`src/design/multi_axis_pid_controller_defines.svh`:
```
// Assertion macros for the multi-axis PID controller.
// Included by modules that carry concurrent checks; expects clk and rst in scope.
`ifndef MULTI_AXIS_PID_CONTROLLER_DEFINES_SVH
`define MULTI_AXIS_PID_CONTROLLER_DEFINES_SVH

// same-cycle implication
`define MAPID_ASSERT_IMP(lbl, ante, cons, msg) \
  lbl: assert property (@(posedge clk) disable iff (rst) (ante) |-> (cons)) \
    else $error(msg);

// next-cycle implication
`define MAPID_ASSERT_NXT(lbl, ante, cons, msg) \
  lbl: assert property (@(posedge clk) disable iff (rst) (ante) |=> (cons)) \
    else $error(msg);

`endif

```
`src/design/mapid_pkg.sv`:
```
`timescale 1ns / 1ps
// Shared widths, register codes and the per-axis state entry type.
// No dependencies.
package mapid_pkg;

  localparam int AXIS_W    = 2;
  localparam int POS_W     = 16;
  localparam int ERR_W     = 17;
  localparam int DIFF_W    = 18;
  localparam int INTEG_W   = 32;
  localparam int GAIN_W    = 20;
  localparam int DRV_W     = 12;
  localparam int CFG_W     = 20;
  localparam int CFG_IDX_W = 3;
  localparam int FRAC_W    = 16;
  localparam int PP_W      = GAIN_W + 1 + ERR_W;
  localparam int PI_W      = GAIN_W + 1 + INTEG_W;
  localparam int PD_W      = GAIN_W + 1 + DIFF_W;
  localparam int ACC_W     = PI_W + 2;
  localparam int CORR_W    = ACC_W - FRAC_W;

  localparam logic [GAIN_W-1:0] KP_RESET   = GAIN_W'(76800);
  localparam logic [GAIN_W-1:0] KI_RESET   = GAIN_W'(154);
  localparam logic [GAIN_W-1:0] KD_RESET   = GAIN_W'(256);
  localparam logic [DRV_W-1:0]  MAX_RESET  = DRV_W'(2000);
  localparam logic [DRV_W-1:0]  MIN_RESET  = DRV_W'(1000);
  localparam logic [DRV_W-1:0]  BASE_RESET = DRV_W'(1500);

  typedef enum logic [CFG_IDX_W-1:0] {
    REG_KP_GAIN  = 3'd0,
    REG_KI_GAIN  = 3'd1,
    REG_KD_GAIN  = 3'd2,
    REG_OUT_MAX  = 3'd3,
    REG_OUT_MIN  = 3'd4,
    REG_OUT_BASE = 3'd5
  } cfg_reg_t;

  typedef struct packed {
    logic signed [INTEG_W-1:0] integ;
    logic signed [ERR_W-1:0]   err;
    logic [DRV_W-1:0]          drive;
  } state_entry_t;

endpackage

```
`src/design/mapid_state_ram.sv`:
```
`timescale 1ns / 1ps
// Per-axis state memory: one entry per axis, registered read, valid bits.
// Depends on mapid_pkg.
module mapid_state_ram #(
  parameter int AXES = 3,
  localparam int AW = (AXES > 1) ? $clog2(AXES) : 1
) (
  input  logic                   clk,
  input  logic                   rst,
  input  logic                   rd_en,
  input  logic [AW-1:0]          rd_idx,
  output mapid_pkg::state_entry_t rd_data,
  input  logic                   wr_en,
  input  logic [AW-1:0]          wr_idx,
  input  mapid_pkg::state_entry_t wr_data
);
  import mapid_pkg::*;

  state_entry_t    mem [AXES];
  state_entry_t    rd_q;
  logic            rd_vld;
  logic [AXES-1:0] vld;

  always_ff @(posedge clk) begin
    if (rd_en) begin
      rd_q <= mem[rd_idx];
    end
    if (wr_en) begin
      mem[wr_idx] <= wr_data;
    end
  end

  always_ff @(posedge clk) begin
    if (rst) begin
      vld    <= '0;
      rd_vld <= 1'b0;
    end else begin
      if (rd_en) begin
        rd_vld <= vld[rd_idx];
      end
      if (wr_en) begin
        vld[wr_idx] <= 1'b1;
      end
    end
  end

  // never-written entry reads as the reset state
  assign rd_data = rd_vld ? rd_q : '0;

endmodule

```
`src/design/multi_axis_pid_controller.sv`:
```
`timescale 1ns / 1ps
// Multi-axis PID controller top level: config registers, five-stage datapath,
// output register. Depends on mapid_pkg, mapid_state_ram and the defines header.
//
//   channel   dir  handshake               contents
//   s_axis    in   tvalid/tready           tdata: target, measured; tuser: axis
//   m_axis    out  tvalid/tready           tdata: drive; tuser: axis_out, at_limit
//   cfg       in   cfg_we (no wait)        cfg_index, cfg_data
//
// A result reaches m_axis through six register stages (A to E and the output register).
// Items for different axes enter every cycle while m_axis is not stalled; an item for an
// axis still in the five datapath stages waits until that axis's state is written back, so
// an axis takes no new item before its last leaves stage E (state memory read-modify-write loop).
// Reset clears config to defaults and all axis state to zero at once.
// A stalled m_axis fills the stages behind it before s_axis_tready drops.
module multi_axis_pid_controller #(
  parameter int AXES = 3
) (
  input  logic        clk,
  input  logic        rst,
  input  logic        s_axis_tvalid,
  output logic        s_axis_tready,
  input  logic [31:0] s_axis_tdata,   // [15:0] target, [31:16] measured
  input  logic [1:0]  s_axis_tuser,   // [1:0] axis
  output logic        m_axis_tvalid,
  input  logic        m_axis_tready,
  output logic [15:0] m_axis_tdata,   // [11:0] drive, zero fill above
  output logic [2:0]  m_axis_tuser,   // [1:0] axis_out, [2] at_limit
  input  logic        cfg_we,
  input  logic [2:0]  cfg_index,
  input  logic [19:0] cfg_data
);
  import mapid_pkg::*;
  `include "multi_axis_pid_controller_defines.svh"

  localparam int AW = (AXES > 1) ? $clog2(AXES) : 1;

  // configuration
  logic [GAIN_W-1:0] kp_gain, ki_gain, kd_gain;
  logic [DRV_W-1:0]  out_max, out_min, out_base;

  always_ff @(posedge clk) begin
    if (rst) begin
      kp_gain  <= KP_RESET;
      ki_gain  <= KI_RESET;
      kd_gain  <= KD_RESET;
      out_max  <= MAX_RESET;
      out_min  <= MIN_RESET;
      out_base <= BASE_RESET;
    end else if (cfg_we) begin
      case (cfg_index)
        REG_KP_GAIN:  kp_gain  <= cfg_data[GAIN_W-1:0];
        REG_KI_GAIN:  ki_gain  <= cfg_data[GAIN_W-1:0];
        REG_KD_GAIN:  kd_gain  <= cfg_data[GAIN_W-1:0];
        REG_OUT_MAX:  out_max  <= cfg_data[DRV_W-1:0];
        REG_OUT_MIN:  out_min  <= cfg_data[DRV_W-1:0];
        REG_OUT_BASE: out_base <= cfg_data[DRV_W-1:0];
        default: ;
      endcase
    end
  end

  // stage valids and flow control
  logic a_valid, b_valid, c_valid, d_valid, e_valid, o_valid;
  logic a_ready, b_ready, c_ready, d_ready, e_ready, o_ready;
  logic [AXIS_W-1:0] a_axis, b_axis, c_axis, d_axis, e_axis, o_axis;

  assign o_ready = !o_valid || m_axis_tready;
  assign e_ready = !e_valid || o_ready;
  assign d_ready = !d_valid || e_ready;
  assign c_ready = !c_valid || d_ready;
  assign b_ready = !b_valid || c_ready;
  assign a_ready = !a_valid || b_ready;

  // input
  logic [AXIS_W-1:0]      in_axis;
  logic signed [POS_W-1:0] in_tgt, in_meas;
  logic signed [ERR_W-1:0] in_err;
  logic in_range, conflict, accept;

  assign in_axis  = s_axis_tuser;
  assign in_tgt   = s_axis_tdata[15:0];
  assign in_meas  = s_axis_tdata[31:16];
  assign in_err   = in_tgt - in_meas;
  assign in_range = 32'(in_axis) < AXES;

  // axis state not yet written back
  assign conflict = (a_valid && a_axis == in_axis) || (b_valid && b_axis == in_axis)
                 || (c_valid && c_axis == in_axis) || (d_valid && d_axis == in_axis)
                 || (e_valid && e_axis == in_axis);

  assign s_axis_tready = a_ready && !conflict;
  assign accept        = s_axis_tvalid && s_axis_tready;

  // state memory
  state_entry_t rd_data, wr_data;
  logic         wr_en;

  mapid_state_ram #(
    .AXES(AXES)
  ) u_state (
    .clk     (clk),
    .rst     (rst),
    .rd_en   (accept && in_range),
    .rd_idx  (AW'(in_axis)),
    .rd_data (rd_data),
    .wr_en   (wr_en),
    .wr_idx  (AW'(e_axis)),
    .wr_data (wr_data)
  );

  // stage A: integrate and differentiate
  logic signed [ERR_W-1:0]   a_err;
  logic signed [INTEG_W:0]   a_sum;
  logic signed [INTEG_W-1:0] a_sat, a_integ;
  logic signed [DIFF_W-1:0]  a_diff;
  logic                      a_inside;

  always_comb begin
    a_sum = rd_data.integ + a_err;
    if (a_sum[INTEG_W] != a_sum[INTEG_W-1]) begin
      a_sat = a_sum[INTEG_W] ? {1'b1, {(INTEG_W-1){1'b0}}} : {1'b0, {(INTEG_W-1){1'b1}}};
    end else begin
      a_sat = a_sum[INTEG_W-1:0];
    end
    a_inside = (rd_data.drive < out_max) && (rd_data.drive > out_min);
    a_integ  = a_inside ? a_sat : rd_data.integ;
    a_diff   = a_err - rd_data.err;
  end

  // stage B: gain products
  logic signed [INTEG_W-1:0] b_integ, c_integ, d_integ, e_integ;
  logic signed [ERR_W-1:0]   b_err, c_err, d_err, e_err;
  logic signed [DIFF_W-1:0]  b_diff;
  logic signed [PP_W-1:0]    b_pp, c_pp;
  logic signed [PI_W-1:0]    b_pi, c_pi;
  logic signed [PD_W-1:0]    b_pd, c_pd;

  assign b_pp = $signed({1'b0, kp_gain}) * b_err;
  assign b_pi = $signed({1'b0, ki_gain}) * b_integ;
  assign b_pd = $signed({1'b0, kd_gain}) * b_diff;

  // stage C: sum
  logic signed [ACC_W-1:0] c_acc, d_acc, d_bias;
  assign c_acc = c_pp + c_pi + c_pd;

  // stage D: truncate toward zero
  logic signed [CORR_W-1:0] d_corr, e_corr;
  assign d_bias = d_acc + ACC_W'({FRAC_W{d_acc[ACC_W-1]}});
  assign d_corr = d_bias[ACC_W-1:FRAC_W];

  // stage E: offset and clamp
  logic signed [CORR_W:0] e_val, e_lim;
  logic                   e_over, e_under;
  logic [DRV_W-1:0]       e_drive;

  always_comb begin
    e_val   = e_corr + $signed({1'b0, out_base});
    e_over  = e_val > $signed({1'b0, out_max});
    e_lim   = e_over ? (CORR_W + 1)'($signed({1'b0, out_max})) : e_val;
    e_under = e_lim < $signed({1'b0, out_min});
    e_drive = e_under ? out_min : e_lim[DRV_W-1:0];
  end

  assign wr_en   = e_valid && o_ready;
  assign wr_data = '{integ: e_integ, err: e_err, drive: e_drive};

  logic [DRV_W-1:0] o_drive;
  logic             o_limit;

  always_ff @(posedge clk) begin
    if (rst) begin
      a_valid <= 1'b0;
      b_valid <= 1'b0;
      c_valid <= 1'b0;
      d_valid <= 1'b0;
      e_valid <= 1'b0;
      o_valid <= 1'b0;
    end else begin
      if (a_ready) a_valid <= accept && in_range;
      if (b_ready) b_valid <= a_valid;
      if (c_ready) c_valid <= b_valid;
      if (d_ready) d_valid <= c_valid;
      if (e_ready) e_valid <= d_valid;
      if (o_ready) o_valid <= e_valid;
    end
  end

  always_ff @(posedge clk) begin
    if (accept) begin
      a_axis <= in_axis;
      a_err  <= in_err;
    end
    if (a_valid && b_ready) begin
      b_axis  <= a_axis;
      b_integ <= a_integ;
      b_err   <= a_err;
      b_diff  <= a_diff;
    end
    if (b_valid && c_ready) begin
      c_axis  <= b_axis;
      c_integ <= b_integ;
      c_err   <= b_err;
      c_pp    <= b_pp;
      c_pi    <= b_pi;
      c_pd    <= b_pd;
    end
    if (c_valid && d_ready) begin
      d_axis  <= c_axis;
      d_integ <= c_integ;
      d_err   <= c_err;
      d_acc   <= c_acc;
    end
    if (d_valid && e_ready) begin
      e_axis  <= d_axis;
      e_integ <= d_integ;
      e_err   <= d_err;
      e_corr  <= d_corr;
    end
    if (e_valid && o_ready) begin
      o_axis  <= e_axis;
      o_drive <= e_drive;
      o_limit <= e_over || e_under;
    end
  end

  assign m_axis_tvalid = o_valid;
  assign m_axis_tdata  = {{(16 - DRV_W){1'b0}}, o_drive};
  assign m_axis_tuser  = {o_limit, o_axis};

  `MAPID_ASSERT_IMP(a_ax_unique_b, a_valid && b_valid, a_axis != b_axis,
                    "two items of one axis in stages A and B")
  `MAPID_ASSERT_IMP(a_ax_unique_e, a_valid && e_valid, a_axis != e_axis,
                    "two items of one axis in stages A and E")
  `MAPID_ASSERT_NXT(bad_axis_drop, accept && !in_range && a_ready, !a_valid,
                    "out-of-range axis entered the datapath")
  `MAPID_ASSERT_IMP(unclamped_in_band, o_valid && !o_limit,
                    o_drive >= out_min && o_drive <= out_max,
                    "drive outside limits without limit flag")

endmodule

```
`config.mk`:
```
export PLATFORM = sky130hd
export DESIGN_NAME = multi_axis_pid_controller
export DESIGN_NICKNAME = d
export VERILOG_FILES = /design/src/design/mapid_pkg.sv /design/src/design/mapid_state_ram.sv /design/src/design/multi_axis_pid_controller.sv
export VERILOG_INCLUDE_DIRS = /design/src /design/src/design
export SDC_FILE = /design/constraint.sdc
export NUM_CORES = 2
export LEC_CHECK = 0
export ABC_AREA = 0
export BUFFER_PORTS_ARGS = -buffer_cell sky130_fd_sc_hd__buf_2
export CAP_MARGIN = 20
export CORE_ASPECT_RATIO = 0.5
export CORE_MARGIN = 2
export CORE_UTILIZATION = 55
export CTS_CLUSTER_SIZE = 20
export DETAILED_ROUTE_END_ITERATION = 7
export PLACE_DENSITY = 0.71
export RECOVER_POWER = 25
export SLEW_MARGIN = 20
export SYNTH_ARGS = -nofsm -noshare
export SYNTH_HDL_FRONTEND = slang
export SYNTH_HIERARCHICAL = 1
export SYNTH_SLANG_ARGS = --single-unit
```
`constraint.sdc`:
```
create_clock -name clk -period 32.8 [get_ports clk]
set_clock_uncertainty 0.15 [all_clocks]
set_input_delay 3.28 -clock clk [delete_from_list [all_inputs] [get_ports clk]]
set_output_delay 3.28 -clock clk [all_outputs]
set_load 0.05 [all_outputs]
```
### After elaboration in Yosys (flattened, before gate mapping)

Memory sizes are Yosys's and may differ from the RTL's. A register that Yosys moved wholly into a read port is not among the register bits.
Cells that the tools add are included.

* register bits after elaboration: 586
* bits in writable memories: 183
* input port bits: 62
* output and inout port bits: 21
* logic and storage cells: 120
* memories: 1

* add/sub/neg operators: 7
* $mul: 3
* $lt $le $gt $ge: 8
* equality and inequality tests: 11
* mux-type cells: 12
* bitwise gates (word level): 1
* reduce and logical (&&, ||, !) cells: 40

Memory list
* u_state.mem: depth 3, width 61, rd ports 1, clocked after Yosys merged registers in 1, write ports 1, line mapid_state_ram.sv:19 `state_entry_t mem [AXES];`

Operator list (count)
* 32-bit 2-to-1 mux: 3
* 61-bit 2-to-1 mux: 1
* 54-bit by 39-bit adder with 55-bit output: 1
* 55-bit by 16-bit adder with 55-bit output: 1
* 38-bit by 53-bit adder with 54-bit output: 1
* 21-bit by 32-bit multiplier with 53-bit output: 1
* 39-bit by 13-bit adder with 40-bit output: 1
* 40-bit by 13-bit greater-than comparator with 1-bit output: 1
* 40-bit by 13-bit less-than comparator with 1-bit output: 1
* 40-bit 2-to-1 mux: 1
* 21-bit by 18-bit multiplier with 39-bit output: 1
* 21-bit by 17-bit multiplier with 38-bit output: 1
* 32-bit by 17-bit adder with 33-bit output: 1
* 17-bit by 17-bit subtractor with 18-bit output: 1
* 16-bit by 16-bit subtractor with 17-bit output: 1
* 1-bit logical AND: 15
* 12-bit greater-than comparator: 1
* 12-bit less-than comparator: 1
* 12-bit 2-to-1 mux: 1
* 2-bit AND reduction: 6
* 1-bit logical OR: 11
* 2-bit == test: 5
* 1-bit zero test: 7
* 3-bit by 2-bit == test with 1-bit output (second input constant): 2
* 11 further kinds: 16

### Longest topological paths before layout

* word-level depth: 10
* mapped depth: 30
* depth with buffers taken out: 28

### Cells and area by module

Netlist, hierarchy kept.

Modules (own cells, without submodules)
* multi_axis_pid_controller: times used 1, cells each 7606, area an instance 74649.1 um2, sequential area each 16455.8 um2
* mapid_state_ram: times used 1, cells each 532, area an instance 9183.8 um2, sequential area each 7407.1 um2

### Worst setup path after synthesis

OpenSTA, ideal clock, no wires.

* path kind: in2reg
* start point: input port m_axis_tready
* end point: register c_axis[0] (enable)
* library setup time: 0.745 ns
* data arrival time: 11.802 ns
* data required time: 31.905 ns
* slack: 20.103 ns
* cell stages on the path: 5
* buffers on the path: 1
* cells stage by stage: nor2b_1 > and2_1 > and3_1 > clkbuf_1 > nor2b_1

* cells in the longest elaborated chain, start to end: 5

Ends and longest elaborated chain
* start: declaration: line multi_axis_pid_controller.sv:26 `input logic m_axis_tready,`
* 1-bit logical OR: line multi_axis_pid_controller.sv:68 `assign o_ready = !o_valid || m_axis_tready;`
* 1-bit logical OR: line multi_axis_pid_controller.sv:69 `assign e_ready = !e_valid || o_ready;`
* 1-bit logical OR: line multi_axis_pid_controller.sv:70 `assign d_ready = !d_valid || e_ready;`
* 1-bit logical OR: line multi_axis_pid_controller.sv:71 `assign c_ready = !c_valid || d_ready;`
* 1-bit logical AND: line multi_axis_pid_controller.sv:200 `if (b_valid && c_ready) begin`
* end signal: assignment: line multi_axis_pid_controller.sv:201 `c_axis <= b_axis;`
* end: declaration: line multi_axis_pid_controller.sv:66 `logic [AXIS_W-1:0] a_axis, b_axis, c_axis, d_axis, e_axis, o_axis;`

No other way between the ends.
A chain may end at the register's enable or synchronous reset.

### Worst setup path in the final report

* start point: input port s_axis_tuser[0]
* end point: output port s_axis_tready

* cells in the longest elaborated chain, start to end: 8
* elaborated cells on any way between the ends: 16
* classes of those cells: eq/ne: 5; reduce/logical: 11

Ends and longest elaborated chain
* start: declaration: line multi_axis_pid_controller.sv:24 `input logic [1:0] s_axis_tuser,`
* 2-bit == test: line multi_axis_pid_controller.sv:88 `assign conflict = (a_valid && a_axis == in_axis) || (b_valid && b_axis == in_axis)`
* 1-bit logical AND: line multi_axis_pid_controller.sv:88
* 1-bit logical OR: line multi_axis_pid_controller.sv:88
* 1-bit logical OR (2 in series): line multi_axis_pid_controller.sv:89 `|| (c_valid && c_axis == in_axis) || (d_valid && d_axis == in_axis)`
* 1-bit logical OR (*): line multi_axis_pid_controller.sv:90 `|| (e_valid && e_axis == in_axis);`
* 1-bit zero test (*): line multi_axis_pid_controller.sv:92 `assign s_axis_tready = a_ready && !conflict;`
* 1-bit logical AND (*): line multi_axis_pid_controller.sv:92
* end: declaration: line multi_axis_pid_controller.sv:22 `output logic s_axis_tready,`

Every way passes the cells marked *; elsewhere a longest branch is shown, timed or not.

==> key figures <==
Run status
  • Outcome: finished, violations left
  • Failing checks: max-capacitance violations, max-slew violations

Floorplan
  • Die area: 0.1558 mm2
  • Core Area: 0.1515 mm2
  • Die Wd: 556.1 um
  • # IOs: 83
  • Die H: 280.1 um
  • Initial Util: 55.33%
  • Num rows: 101

Hold path
  • Hold WC Path Type: reg -> reg
  • Worst hold start: c_integ[23]

Synthesis
  • Async SR Flop Fraction: 0%
  • Yosys warnings: 6
  • Mapped Area: 0.08383 mm2
  • Number of flops mapped to enable cells by yosys: 724
  • Main flop type after synthesis: edfxtp_1
  • Sequential share of the synthesized area: 28.46%
  • Post-Syn Area per Cell: 10.30 um2
  • Library cells used by synthesis: 86
  • #FFs+latches synth: 830
  • Syn Inst Count: 8138

Placed design
  • Setup WS pre-CTS: 23890 ps
  • Dpl cells: 9954
  • PortBufs: 78
  • HPWL after DPL: 165600 um
  • Final RePlAce weighted congestion: 0.9867

Setup path
  • Required @ worst endpoint: 29370 ps
  • R2R Path End: c_pi[52]
  • Worst Setup SP: s_axis_tuser[0]
  • CP Capture Type: output pin
  • Startpoint types: input pin
  • CP Max Fanout: 36
  • CP Class: in -> out
  • Reg-to-reg setup timing slack: 24230 ps
  • CP endpoint: s_axis_tready
  • Cells on worst reg2reg path: 21
  • Crit path DAT: 7070 ps
  • R2r startpoint: b_integ[21]

Drt
  • Remaining DRCs: 0
  • 1st-iter DRT viols: 5222
  • ANT nets after route: 0
  • WL/cell: 21.55 um
  • Vias/cell: 5.669
  • Drt total wl: 217800 um
  • Routed via count: 57300
  • Iteration count of the initial detailed-routing pass: 6

Timing
  • Post-layout min period: 10500 ps
  • Worst setup margin: 22300 ps
  • FMAX: 95.20 MHz
  • Slew Limit Fails: 632
  • Final hold vios: 0
  • Setup Total Neg Slack: 0 ps
  • Unrepaired setup endpoints after global routing: no
  • Final setup vio count: 0
  • Slew HR: -90.34%
  • Least-Margin Pin Slew: 2855 ps
  • Period utilisation layout: 32.02%

Power
  • Peak VDD IR: 0.00005837 V
  • Static leakage: 39.00 nW
  • Power density cells: 55.77 mW/mm2

GRT
  • GRT Total Usage: 28.79%
  • Largest net degree at the start of global routing: 71
  • First-pass GRT wire length: 339500 um
  • Vias in the first global route: 57970
  • GRT overflow: 0
  • Initial antenna violation count: 12

Clock network
  • Clock Tree Root: clkbuf_16
  • H-tree depth: 3
  • Post-CTS sizing: 0
  • Clock transition at path regs: 60 ps
  • Clock Latency Late Sink: 720 ps
  • CTS Hold Bufs: 0
  • Max clock buf depth: 3
  • Post-CTS Setup Bufs: 0
  • CTS tree: yes
  • Num CTS Buffers: 79
  • # clock sinks: 830

Final layout
  • Final cell count without fillers: 10110
  • Ratio of cells with drive above 1 in the final layout: 3.880%
  • Layout overhead on the synthesized area: 5.565%
  • Nets: 9938
  • Post-layout util: 58.41%

Run
  • Max-cap violations: 25
## flip-flops by register name, indices dropped and copies added (netlist names), 18 cells and up
name	count
c_integ	32
e_corr	39
kd_gain	20
kp_gain	20
d_integ	32
e_integ	32
c_pd	39
c_pi	53
ki_gain	20
u_state/rd_q	61
b_diff	18
b_integ	32
c_pp	38
d_acc	55
u_state/mem	183
## layer usage
metal  vias to the layer above  GRT usage, %  share of wire, %
met5                         -        0.6483             0.071
met4                         4         8.328               2.9
met3                       304         5.400               9.8
met2                      2271         43.09                43
met1                     29150         42.75                44
li1                      25570             -                 -
## worst min path at each step
| stage | to | depth (start not counted) | slack, ps |
|---|---|---|---|
| after floorplan | d_err[0] | 0 | 250 |
| after global placement | e_integ[28] | 0 | 250 |
| after detailed placement | d_integ[9] | 0 | 250 |
| after CTS | d_integ[1] | 0 | 240 |
| after global routing | d_integ[23] | 0 | 250 |
| final | d_integ[23] | 0 | 240 |
## cells in the mapped netlist, types with 70 or more instances
master / instances / area share, %
a21oi_1: 263 / 1.6
nand2b_1: 70 / 0.52
fa_1: 1250 / 30
nand3_1: 76 / 0.45
inv_1: 1411 / 6.3
edfxtp_1: 724 / 26
ha_1: 597 / 8.9
nor2_1: 217 / 0.97
xnor2_1: 202 / 2.1
o21ai_0: 220 / 1.3
nand2_1: 1172 / 5.2
a21o_1: 114 / 1.0
and2_1: 617 / 4.6
dfxtp_1: 106 / 2.5
clkbuf_1: 330 / 1.5
## cells by family after synthesis
kind of cell	synth area share, %
buffers and inverters	8.028
muxes	1.182
xor gates and xnor gates	2.831
and+or+nand+nor	14.05
AOI/OAI and AO/OA	6.654
adders and majority gates	38.78
DFF	28.46
other	0.004473
## critical path: stages
cell      delay (ps)
clkbuf_1        1980
buf_4            840
xnor2_1          130
nand3_1          120
nand4_1          100
a31oi_1          250
buf_2            320
## through the flow
step	cell area, um2	power, mW	hold WS [ps]
5_1_grt	88480	5.309	245.7
3_5_place_dp	86000	3.975	254.5
6_report	88500	4.935	239.5
4_1_cts	88580	4.923	236.6
3_3_place_gp	86000	3.932	250.7
2_1_floorplan	83840	3.298	250.3
## where the power goes
group	internal, mW	total (mW)	switching (mW)
clock network	0.495	0.942	0.447
registers	1.33	1.41	0.0812
logic	1.04	2.58	1.54
total	2.87	4.94	2.07
## cells in the final DEF (no fill, tap or decap), types with 31 or more instances in the layout
master	count
a21o_1	114
a21oi_1	262
and2_1	604
and3_1	36
buf_2	75
buf_4	52
clkbuf_1	47
clkbuf_16	79
dfxtp_1	101
edfxtp_1	724
fa_1	1250
ha_1	597
inv_1	1411
mux2i_1	66
nand2_1	1172
nand2b_1	70
nand3_1	76
nand3b_1	35
nand4_1	36
nor2_1	216
nor2b_1	47
nor3_1	50
o21a_1	34
o21ai_0	220
o21bai_1	31
xnor2_1	202
xor2_1	69
## final cells by class
cell class	count	area (um2)
Fill cell	12650	63020
Multi-Input combinational cell	5545	53310
Sequential cell	830	23870
Inverter	1411	5296
Tap cell	2008	2512
Clock buffer	93	2029
Timing Repair Buffer	162	919.6
Clock inverter	52	544.3
Antenna cell	6	15.01
(Power assumes the default switching activity.)
